### src/assert_macros.svh
// Assertion macros shared by the statistics block.
`ifndef ASSERT_MACROS_SVH
`define ASSERT_MACROS_SVH

// Check a property on every rising edge outside reset.
`define CHECK_PROP(lbl, prop, msg) \
  lbl: assert property (@(posedge clk) disable iff (rst) (prop)) else $error(msg);

// Check that a condition never holds outside reset.
`define CHECK_NEVER(lbl, cond, msg) \
  lbl: assert property (@(posedge clk) disable iff (rst) !(cond)) else $error(msg);

`endif

### src/mfs_pkg.sv
// Types and constants of the masked frame statistics block.
package mfs_pkg;

  localparam int SMP_W   = 24;
  localparam int CNT_W   = 17;
  localparam int SUM_W   = 40;
  localparam int SQ_W    = 64;
  localparam int PROD_W  = 80;
  localparam int MPL_W   = 40;
  localparam int DIV_W   = 33;
  localparam int CTR_W   = 7;
  localparam int QDEPTH  = 2;
  localparam int QPTR_W  = 1;
  localparam int QCNT_W  = 2;

  localparam int MUL_STEPS  = 40;
  localparam int DIV_STEPS  = 80;
  localparam int SQRT_STEPS = 32;

  localparam logic [0:0] REG_MISSING = 1'b0;
  localparam logic [0:0] REG_FILL    = 1'b1;

  typedef struct packed {
    logic [CNT_W-1:0] cnt;
    logic [SUM_W-1:0] sum;
    logic [SQ_W-1:0]  sumsq;
    logic [SMP_W-1:0] mn;
    logic [SMP_W-1:0] mx;
  } snap_t;

  typedef enum logic [7:0] {
    ST_IDLE = 8'b0000_0001,
    ST_MULA = 8'b0000_0010,
    ST_MULB = 8'b0000_0100,
    ST_DIFF = 8'b0000_1000,
    ST_DIVV = 8'b0001_0000,
    ST_DIVM = 8'b0010_0000,
    ST_SQRT = 8'b0100_0000,
    ST_FIN  = 8'b1000_0000
  } bstate_t;

endpackage

### src/masked_frame_statistics.sv
// Top level of the masked frame statistics block.
//
//  channel  direction  fields (low bit up)
//  s_*      in         tdata: sample[23:0]; tlast: frame_end
//  m_*      out        tdata: valid_count[16:0], mean[40:17], min[64:41],
//                      max[88:65], std_dev[112:89]; tuser: frame_empty
//  cfg_*    in         index 0 missing_value, 1 fill_value
//
// Samples enter at one per cycle while the queue has room; an empty frame skips
// the back-end arithmetic, other frames pass through it (two 40-step shift-add
// products, two 80-step restoring divides and a 32-step root in the back end).
// A two-entry snapshot queue lets the front keep taking samples while the back
// works; the front stalls once two finished frames wait.
// Reset is synchronous and sets accumulators, counters and config to defaults.
module masked_frame_statistics import mfs_pkg::*; #(
  parameter int MAX_CELLS   = 65536,
  parameter int SAMPLE_BITS = 24
) (
  input  logic         clk,
  input  logic         rst,
  input  logic         s_tvalid,
  output logic         s_tready,
  input  logic [23:0]  s_tdata,   // sample
  input  logic         s_tlast,
  output logic         m_tvalid,
  input  logic         m_tready,
  output logic [119:0] m_tdata,   // valid_count, mean, min, max, std_dev
  output logic         m_tuser,   // frame_empty
  input  logic         cfg_we,
  input  logic [0:0]   cfg_index,
  input  logic [23:0]  cfg_data
);

  logic [SMP_W-1:0] missing_value, fill_value, fill_s;
  logic [QCNT_W-1:0] q_count;
  logic push, pop;
  snap_t push_data, head;

  always_ff @(posedge clk) begin
    if (rst) begin
      missing_value <= 24'h800000;
      fill_value    <= 24'h800000;
    end else if (cfg_we) begin
      unique case (cfg_index)
        REG_MISSING: missing_value <= cfg_data;
        REG_FILL:    fill_value    <= cfg_data;
        default: ;
      endcase
    end
  end

  mfs_front #(.MAX_CELLS(MAX_CELLS), .SAMPLE_BITS(SAMPLE_BITS)) u_front (
    .clk, .rst, .missing_value, .fill_value, .s_tvalid, .s_tready, .s_tdata,
    .s_tlast, .q_count, .push, .push_data, .fill_s
  );

  mfs_queue u_queue (
    .clk, .rst, .push, .push_data, .pop, .head, .count(q_count)
  );

  mfs_back #(.SAMPLE_BITS(SAMPLE_BITS)) u_back (
    .clk, .rst, .q_count, .head, .pop, .fill_s, .m_tvalid, .m_tready,
    .m_tdata, .m_tuser
  );

endmodule

### src/mfs_front.sv
// Front end: classify samples and accumulate frame sums.
module mfs_front import mfs_pkg::*; #(
  parameter int MAX_CELLS   = 65536,
  parameter int SAMPLE_BITS = 24
) (
  input  logic              clk,
  input  logic              rst,
  input  logic [SMP_W-1:0]  missing_value,
  input  logic [SMP_W-1:0]  fill_value,
  input  logic              s_tvalid,
  output logic              s_tready,
  input  logic [SMP_W-1:0]  s_tdata,
  input  logic              s_tlast,
  input  logic [QCNT_W-1:0] q_count,
  output logic              push,
  output snap_t             push_data,
  output logic [SMP_W-1:0]  fill_s
);

  localparam int SH = SMP_W - SAMPLE_BITS;
  localparam logic [SMP_W-1:0] SMP_MAXV = SMP_W'((1 << (SAMPLE_BITS - 1)) - 1);
  localparam logic [SMP_W-1:0] SMP_MINV = ~SMP_MAXV;

  logic [SMP_W-1:0] s_shl, m_shl, f_shl;
  logic signed [SMP_W-1:0] s, miss;
  logic [SMP_W-1:0] mag;
  logic take, accept;

  logic [CNT_W-1:0] cnt;
  logic p_valid, p_take, p_end;
  logic signed [SMP_W-1:0] p_s;
  logic [2*SMP_W-1:0] p_sq;
  logic [CNT_W-1:0] p_cnt;

  logic signed [SUM_W-1:0] sum, sum_next;
  logic [SQ_W-1:0] sumsq, sumsq_next;
  logic signed [SMP_W-1:0] mn, mn_next, mx, mx_next;

  assign s_shl  = s_tdata << SH;
  assign m_shl  = missing_value << SH;
  assign f_shl  = fill_value << SH;
  assign s      = $signed(s_shl) >>> SH;
  assign miss   = $signed(m_shl) >>> SH;
  assign fill_s = SMP_W'($signed(f_shl) >>> SH);
  assign mag    = s[SMP_W-1] ? SMP_W'(-s) : SMP_W'(s);
  assign take   = (s != miss) && (s != $signed(fill_s)) && (cnt < CNT_W'(MAX_CELLS));

  assign s_tready = ({1'b0, q_count} + {{QCNT_W{1'b0}}, p_valid & p_end}) < (QCNT_W+1)'(QDEPTH);
  assign accept   = s_tvalid && s_tready;

  always_ff @(posedge clk) begin
    if (rst) begin
      cnt     <= '0;
      p_valid <= 1'b0;
    end else begin
      p_valid <= accept;
      if (accept) begin
        cnt <= s_tlast ? '0 : cnt + CNT_W'(take);
      end
    end
    if (accept) begin
      p_take <= take;
      p_end  <= s_tlast;
      p_s    <= s;
      p_sq   <= mag * mag;
      p_cnt  <= cnt + CNT_W'(take);
    end
  end

  always_comb begin
    sum_next   = sum;
    sumsq_next = sumsq;
    mn_next    = mn;
    mx_next    = mx;
    if (p_take) begin
      sum_next   = sum + SUM_W'(p_s);
      sumsq_next = sumsq + SQ_W'(p_sq);
      if (p_s < mn) mn_next = p_s;
      if (p_s > mx) mx_next = p_s;
    end
  end

  assign push            = p_valid && p_end;
  assign push_data.cnt   = p_cnt;
  assign push_data.sum   = sum_next;
  assign push_data.sumsq = sumsq_next;
  assign push_data.mn    = mn_next;
  assign push_data.mx    = mx_next;

  always_ff @(posedge clk) begin
    if (rst || push) begin
      sum   <= '0;
      sumsq <= '0;
      mn    <= SMP_MAXV;
      mx    <= SMP_MINV;
    end else if (p_valid) begin
      sum   <= sum_next;
      sumsq <= sumsq_next;
      mn    <= mn_next;
      mx    <= mx_next;
    end
  end

endmodule

### src/mfs_queue.sv
// Two-entry queue of frame snapshots between front and back.
module mfs_queue import mfs_pkg::*; (
  input  logic              clk,
  input  logic              rst,
  input  logic              push,
  input  snap_t             push_data,
  input  logic              pop,
  output snap_t             head,
  output logic [QCNT_W-1:0] count
);

  `include "assert_macros.svh"

  snap_t mem [QDEPTH];
  logic [QPTR_W-1:0] wr, rd;

  assign head = mem[rd];

  always_ff @(posedge clk) begin
    if (rst) begin
      wr    <= '0;
      rd    <= '0;
      count <= '0;
    end else begin
      if (push) wr <= wr + 1'b1;
      if (pop)  rd <= rd + 1'b1;
      count <= count + QCNT_W'(push) - QCNT_W'(pop);
    end
    if (push) mem[wr] <= push_data;
  end

  `CHECK_NEVER(no_overflow, push && !pop && (count == QCNT_W'(QDEPTH)), "queue overflow")
  `CHECK_NEVER(no_underflow, pop && (count == '0), "queue underflow")

endmodule

### src/mfs_back.sv
// Back end: mean, variance and root of one frame over many cycles.
module mfs_back import mfs_pkg::*; #(
  parameter int SAMPLE_BITS = 24
) (
  input  logic              clk,
  input  logic              rst,
  input  logic [QCNT_W-1:0] q_count,
  input  snap_t             head,
  output logic              pop,
  input  logic [SMP_W-1:0]  fill_s,
  output logic              m_tvalid,
  input  logic              m_tready,
  output logic [119:0]      m_tdata,
  output logic              m_tuser
);

  `include "assert_macros.svh"

  localparam logic [SMP_W-1:0] SMP_MAXV = SMP_W'((1 << (SAMPLE_BITS - 1)) - 1);

  bstate_t st;
  logic [CTR_W-1:0] ctr;
  logic [CNT_W-1:0] cnt;
  logic sneg, emp;
  logic [SUM_W-1:0] smag;
  logic [SMP_W-1:0] mn, mx, mean, sd;
  logic [PROD_W-1:0] mcand, acc, acc_next, aval;
  logic [MPL_W-1:0] mplier;
  logic [DIV_W-1:0] dvs, rem, rem_next;
  logic [DIV_W:0] rem_sh;
  logic [PROD_W-1:0] quo, quo_next;
  logic ge;
  logic [SQ_W-1:0] x, res, bitv, trial, res_next;
  logic [SUM_W-1:0] qm;

  logic [CNT_W-1:0] o_cnt;
  logic [SMP_W-1:0] o_mean, o_mn, o_mx, o_sd;

  assign pop = (st == ST_IDLE) && (q_count != '0);

  assign acc_next = mplier[0] ? acc + mcand : acc;
  assign rem_sh   = {rem, quo[PROD_W-1]};
  assign ge       = rem_sh >= {1'b0, dvs};
  assign rem_next = ge ? DIV_W'(rem_sh - {1'b0, dvs}) : rem_sh[DIV_W-1:0];
  assign quo_next = {quo[PROD_W-2:0], ge};
  assign trial    = res + bitv;
  assign res_next = (x >= trial) ? (res >> 1) + bitv : res >> 1;
  assign qm       = quo_next[SUM_W-1:0];

  always_ff @(posedge clk) begin
    if (rst) begin
      st       <= ST_IDLE;
      m_tvalid <= 1'b0;
    end else begin
      if (m_tvalid && m_tready && st != ST_FIN) m_tvalid <= 1'b0;
      unique case (st)
        ST_IDLE: begin
          if (pop) begin
            cnt    <= head.cnt;
            sneg   <= head.sum[SUM_W-1];
            smag   <= head.sum[SUM_W-1] ? -head.sum : head.sum;
            mn     <= head.mn;
            mx     <= head.mx;
            emp    <= (head.cnt == '0);
            mcand  <= PROD_W'(head.sumsq);
            mplier <= MPL_W'(head.cnt);
            acc    <= '0;
            ctr    <= '0;
            dvs    <= DIV_W'(head.cnt) * DIV_W'(head.cnt);
            st     <= (head.cnt == '0) ? ST_FIN : ST_MULA;
          end
        end
        ST_MULA: begin
          if (ctr == CTR_W'(MUL_STEPS - 1)) begin
            aval   <= acc_next;
            acc    <= '0;
            mcand  <= PROD_W'(smag);
            mplier <= smag;
            ctr    <= '0;
            st     <= ST_MULB;
          end else begin
            acc    <= acc_next;
            mcand  <= mcand << 1;
            mplier <= mplier >> 1;
            ctr    <= ctr + 1'b1;
          end
        end
        ST_MULB: begin
          acc <= acc_next;
          if (ctr == CTR_W'(MUL_STEPS - 1)) begin
            ctr <= '0;
            st  <= ST_DIFF;
          end else begin
            mcand  <= mcand << 1;
            mplier <= mplier >> 1;
            ctr    <= ctr + 1'b1;
          end
        end
        ST_DIFF: begin
          quo <= (aval >= acc) ? aval - acc : '0;
          rem <= '0;
          st  <= ST_DIVV;
        end
        ST_DIVV: begin
          if (ctr == CTR_W'(DIV_STEPS - 1)) begin
            x    <= quo_next[SQ_W-1:0];
            rem  <= '0;
            quo  <= PROD_W'(smag);
            dvs  <= DIV_W'(cnt);
            ctr  <= '0;
            st   <= ST_DIVM;
          end else begin
            rem <= rem_next;
            quo <= quo_next;
            ctr <= ctr + 1'b1;
          end
        end
        ST_DIVM: begin
          rem <= rem_next;
          quo <= quo_next;
          if (ctr == CTR_W'(DIV_STEPS - 1)) begin
            mean <= sneg ? SMP_W'(-qm) : SMP_W'(qm);
            res  <= '0;
            bitv <= SQ_W'(1) << (SQ_W - 2);
            ctr  <= '0;
            st   <= ST_SQRT;
          end else begin
            ctr <= ctr + 1'b1;
          end
        end
        ST_SQRT: begin
          if (x >= trial) x <= x - trial;
          res  <= res_next;
          bitv <= bitv >> 2;
          ctr  <= ctr + 1'b1;
          if (ctr == CTR_W'(SQRT_STEPS - 1)) begin
            sd <= (res_next > SQ_W'(SMP_MAXV)) ? SMP_MAXV : res_next[SMP_W-1:0];
            st <= ST_FIN;
          end
        end
        ST_FIN: begin
          if (!m_tvalid || m_tready) begin
            m_tvalid <= 1'b1;
            st       <= ST_IDLE;
          end
        end
        default: st <= ST_IDLE;
      endcase
    end
    if (st == ST_FIN && (!m_tvalid || m_tready)) begin
      o_cnt   <= cnt;
      o_mean  <= emp ? fill_s : mean;
      o_mn    <= emp ? fill_s : mn;
      o_mx    <= emp ? fill_s : mx;
      o_sd    <= emp ? fill_s : sd;
      m_tuser <= emp;
    end
  end

  assign m_tdata = {7'b0, o_sd, o_mx, o_mn, o_mean, o_cnt};

  `CHECK_PROP(empty_has_no_count, (m_tvalid && m_tuser) |-> (o_cnt == '0), "empty frame with count")
  `CHECK_PROP(pop_only_idle, pop |=> (st != ST_IDLE), "snapshot taken without starting")

endmodule
### config.mk
export PLATFORM = sky130hd
export DESIGN_NAME = masked_frame_statistics
export DESIGN_NICKNAME = d
export VERILOG_FILES = /design/src/mfs_pkg.sv /design/src/masked_frame_statistics.sv /design/src/mfs_front.sv /design/src/mfs_queue.sv /design/src/mfs_back.sv
export VERILOG_INCLUDE_DIRS = /design/src /design/src/src
export SDC_FILE = /design/constraint.sdc
export NUM_CORES = 2
export LEC_CHECK = 0
export BUFFER_PORTS_ARGS = -buffer_cell sky130_fd_sc_hd__buf_4
export CORE_MARGIN = 4
export CORE_UTILIZATION = 45
export CTS_CLUSTER_DIAMETER = 30
export DETAILED_ROUTE_END_ITERATION = 8
export PLACE_DENSITY_LB_ADDON = 0.25
export SKIP_LAST_GASP = 1
export SYNTH_ARGS = -nofsm -noshare
export SYNTH_HDL_FRONTEND = slang
export SYNTH_HIERARCHICAL = 1
export SYNTH_SLANG_ARGS = --single-unit
### constraint.sdc
create_clock -name clk -period 16.3 [get_ports clk]
set_clock_uncertainty 0.05 [all_clocks]
set_input_delay 3.26 -clock clk [delete_from_list [all_inputs] [get_ports clk]]
set_output_delay 3.26 -clock clk [all_outputs]
set_load 0.03 [all_outputs]
Yosys cells after proc, flatten, opt, wreduce, memory -nomap -nowiden --
Memories as Yosys holds them, arrays and structs flattened. A register that Yosys moved wholly into a read port is not among the register bits. Index checks and enable logic that the tools add are counted. W data, S select, Z words.
Storage, ports and cells: memory bits (writable) 338, register bits 1216, output and inout port bits 123, memories kept 1, word-level logic and storage cells 197, input bits 55
Memories:
- u_queue.mem | words 2, width 169, read ports 1, clocked after Yosys merged registers in 1, write ports 1, RTL line mfs_queue.sv:14 | snap_t mem [QDEPTH];
Cells by class: $add $sub $neg 18, eq/ne operators 23, multiply operators 2, bitwise logic cells 3, muxes and demuxes 63, reductions and logical operators 35, $lt $le $gt $ge 8
Operators with widths (count):
- $pmux W80 S3 | 3
- $mux W80 | 8
- $mux W64 | 6
- $pmux W64 S2 | 3
- $mux W24 | 10
- $mux W40 | 4
- $mux W33 | 4
- $pmux W40 S3 | 1
- $pmux W33 S3 | 1
- $add A80 B80 Y80 | 1
- $ge A80 B80 Y1 | 1
- $sub A80 B80 Y80 | 1
- $pmux W33 S2 | 1
- $add A63 B64 Y64 | 1
- $add A64 B48 Y64 | 1
- $add A64 B64 Y64 | 1
- $ge A64 B64 Y1 | 1
- $gt A64 B23 Y1 const B | 1
- $mux W8 | 8
- $pmux W8 S8 | 1
- $sub A64 B64 Y64 | 1
- $mul A24 B24 Y48 | 1
- $ne A24 B24 Y1 | 2
- $neg A24 Y24 | 2
- 48 further kinds | 88

Longest topological paths before layout --
depth in word-level cells 5, depth in mapped cells 37

By module --
The synthesis kept the hierarchy.
By module, submodules not included:
- mfs_back | area each 62941.6 µm², instances 1, cells an instance 6422
- mfs_front | area each 34120.2 µm², instances 1, cells an instance 3849
- mfs_queue | area each 12821.0 µm², instances 1, cells an instance 545
- masked_frame_statistics | area each 2004.4 µm², instances 1, cells an instance 186

Least setup slack after synthesis --
No wires, ideal clock.
path type in2reg, start input port s_tdata[0], end register u_front.p_sq[47], data pin, cell stages on the path 31, arrival time 12.436 ns, data required time 15.982 ns, path buffers 3, path slack 3.547 ns, path through clkbuf_1 inv_1 clkbuf_1 ha_1 or3b_2 or4_1 or4_1 o41a_1 nand2b_1 xor2_1 clkbuf_1 nand2_1 fa_1 inv_1 fa_1 fa_1 inv_1 fa_1 inv_1 fa_1 fa_1 fa_1 ha_1 nand2_1 or3_1 o31ai_1 a41oi_1 o21ai_0 a31oi_1 o41ai_1 xnor2_1
Between the ends: word-level cells in the longest chain between the ends 3
RTL lines:
- start, declared | RTL line masked_frame_statistics.sv:23 | input logic [23:0] s_tdata,
- $neg A24 Y24 | RTL line mfs_front.sv:45 | assign mag = s[SMP_W-1] ? SMP_W'(-s) : SMP_W'(s);
- $mux W24 (*) | RTL line mfs_front.sv:45
- $mul A24 B24 Y48 (*) | RTL line mfs_front.sv:65 | p_sq <= mag * mag;
- end signal, assigned | RTL line mfs_front.sv:65
- end, declared | RTL line mfs_front.sv:32 | logic [2*SMP_W-1:0] p_sq;
Every way passes the cells marked *; elsewhere a longest branch is shown, timed or not. A chain may end at the register's enable or synchronous reset.

Worst setup path in the final report --
Same ends and word-level chain as after synthesis.

==> results.json <==
{
  "outcome": "finished clean",
  "tightest_slew_ns": 1.19,
  "die_x_microns": 507,
  "tns_ns": 0,
  "clk_latency_ns": 1.00,
  "cpMostUsedCell": "fa_1",
  "ys_ff_latch": 1521,
  "drc": 0,
  "antenna_found_initial": 22,
  "cts_tree": "yes",
  "required_ns": 16.86,
  "start_util_pct": 45.4,
  "fin_nets": 12600,
  "clock-sinks": 1521,
  "ys_seq_area_share_pct": 38.7,
  "grt_max_degree": 122,
  "async_reset_ff_share_pct": 0,
  "critical_path_arrival_ns": 13.77,
  "grt_use_total_pct": 23.7,
  "row_count": 182,
  "startpoint_type": "primary input",
  "criticalPathCategory": "primary input to flop",
  "syn-instance-count": 11000,
  "netlist_area_sq_um": 112000,
  "drt_iter0_markers": 7055,
  "max_freq_ghz": 0.0757,
  "yosys.area.top_type_share_pct": 34.6,
  "cts_setup_buffers": 0,
  "cts_made_buffers": 358,
  "ios": 178,
  "fin_crit_sh_pct": 81.0,
  "final_cell_mix": "edfxtp_1 (1289), inv_1 (1169), nand2_1 (1045)",
  "clockBufferDepth": 4,
  "ys_types": 112,
  "vias": 82900,
  "core_area_sq_um": 247000,
  "synth_edf_count": 1289,
  "slew_viol_final": 0,
  "firstDrtPassIters": 6,
  "first_global_vias": 83500,
  "postCtsHoldBufs": 0,
  "rsz0062_at_grt": "no",
  "slowest_delay_ns": 0.56,
  "path_max_fanout": 16,
  "ys_warn_count": 6,
  "hold_violations": 0,
  "slowest_stage": "o31ai_1",
  "hp-class": "flop to flop",
  "layout_commonest_cell": "edfxtp_1",
  "synth_top_cell_by_area": "edfxtp_1",
  "setup_viol": 0,
  "grt_pass1_wl_mm": 481,
  "synthToLayoutAreaGrowth_pct": 14.7,
  "ant_nets": 0,
  "syn_area_per_cell_sq_um": 10.2,
  "wire_per_inst_microns": 21.0,
  "viasPerCell": 5.62,
  "finalCriticalPeriod_ns": 13.21,
  "max_cap_viol_count": 0,
  "cts_root_buf": "clkbuf_16",
  "post-dp-hpwl_mm": 232,
  "drive_above_1_share_pct": 11.2,
  "post_cts_resized": 0,
  "overflow": 0,
  "synth.area.top_cells": "edfxtp_1 (35%), fa_1 (11%), ha_1 (8.2%)",
  "ys.flop_type": "edfxtp_1",
  "clkTransAtPathRegs_ns": 0.05,
  "die_height_microns": 507,
  "gp_congestion": 0.928,
  "crit_path_end_kind": "flop",
  "h-tree-depth": 5,
  "fill_cells": 21800,
  "io_buffers": 170,
  "max-slew-margin-rel_pct": 20.7,
  "wirelength_mm": 310,
  "die-area_sq_um": 257000
}
synth_stat cells, types with 101 or more instances:
| master | instances |
|---|---|
| edfxtp_1 | 1289 |
| inv_1 | 1170 |
| nand2_1 | 1047 |
| ha_1 | 737 |
| o21ai_0 | 661 |
| nor2_1 | 650 |
| fa_1 | 620 |
| a21oi_1 | 579 |
| clkbuf_1 | 402 |
| xnor2_1 | 394 |
| xor2_1 | 277 |
| and2_1 | 276 |
| a21o_1 | 232 |
| dfxtp_1 | 232 |
| nand3_1 | 199 |
| mux2_2 | 180 |
| nand2b_1 | 148 |
| mux2i_1 | 136 |
| nand4_1 | 131 |
| nor3_1 | 111 |
| mux2_4 | 101 |
metal layers:
| metal | vias to the layer above | GRT usage (%) | wire, microns |
|---|---|---|---|
| met2 | 2676 | 37.1 | 139000 |
| li1 | 39000 | - | - |
| met3 | 557 | 3.76 | 21600 |
| met5 | - | 0 | 115 |
| met1 | 40700 | 33.6 | 141000 |
| met4 | 16 | 7.69 | 9340 |
critical path: cells and delay by family:
family / cells / cell delay [ns]
xor gates and xnor gates: 2 / 0.27
buffers and inverters: 6 / 1.57
AOI/OAI and AO/OA: 6 / 2.13
and+or+nand+nor: 6 / 2.34
adders and majority gates: 9 / 4.17
final cells by class:
cell class	count	area [sq um]	area share [%]
Antenna cell	12	30.0	0.0234
Clock buffer	395	9230	7.19
Clock inverter	247	2990	2.33
Inverter	1185	4450	3.47
Multi-Input combinational cell	7813	62100	48.4
Sequential cell	1521	43400	33.8
Tap cell	3312	4140	3.23
Timing Repair Buffer	273	2060	1.61
cell families (layout without fill, tap and decap cells):
| logic type | Yosys count | count (layout) | share of synthesized area, % |
|---|---|---|---|
| flip-flops | 1521 | 1521 | 38.7 |
| AO/OA/AOI/OAI | 2379 | 2379 | 13.6 |
| multiplexers | 417 | 417 | 4.38 |
| AND/OR/NAND/NOR | 2959 | 2959 | 12.6 |
| XOR/XNOR | 676 | 676 | 5.33 |
| other | 3 | 37 | 0.0101 |
| adder cells (fa/ha/maj) | 1357 | 1357 | 19.3 |
| buffers and inverters | 1690 | 2100 | 6.00 |
registers in the layout (all words and copies together) (netlist names), 32 cells and up, named ones only:
signal and cells:
u_back/acc 80, u_back/aval 80, u_back/bitv 32, u_back/dvs 33
u_back/mcand 80, u_back/mplier 40, u_back/quo 80, u_back/rem 33
u_back/res 64, u_back/smag 40, u_back/x 64, u_front/p_sq 46
u_front/sum 40, u_front/sumsq 64, u_queue/mem 338
final timing paths:
path | end | slack, ns | cells after the start | startpoint
max | u_front/p_sq[47] | 3.09 | 29 | s_tdata[0]
min | u_queue/mem[0][168] | 0.38 | 0 | u_front/p_cnt[16]
max reg2reg | u_back/sd[16] | 7.05 | 29 | u_back/res[2]
min reg2reg | u_queue/mem[0][168] | 0.38 | 0 | u_front/p_cnt[16]
stage by stage:
stage	std cells	hold slack (ns)	instance area, sq um	setup slack, ns	utilization, %
final	14800	0.376	128000	3.09	52.1
after global routing	14800	0.385	128000	2.67	52.0
after CTS	14700	0.382	128000	3.19	52.0
after detailed placement	14100	0.384	116000	2.25	47.1
after global placement	14100	0.372	116000	2.30	47.1
after floorplan	11000	0.367	112000	3.55	-
Power is left out: the tool's default activity adds up to more than one toggle a clock period on the data nets, which glitch-free logic cannot reach.
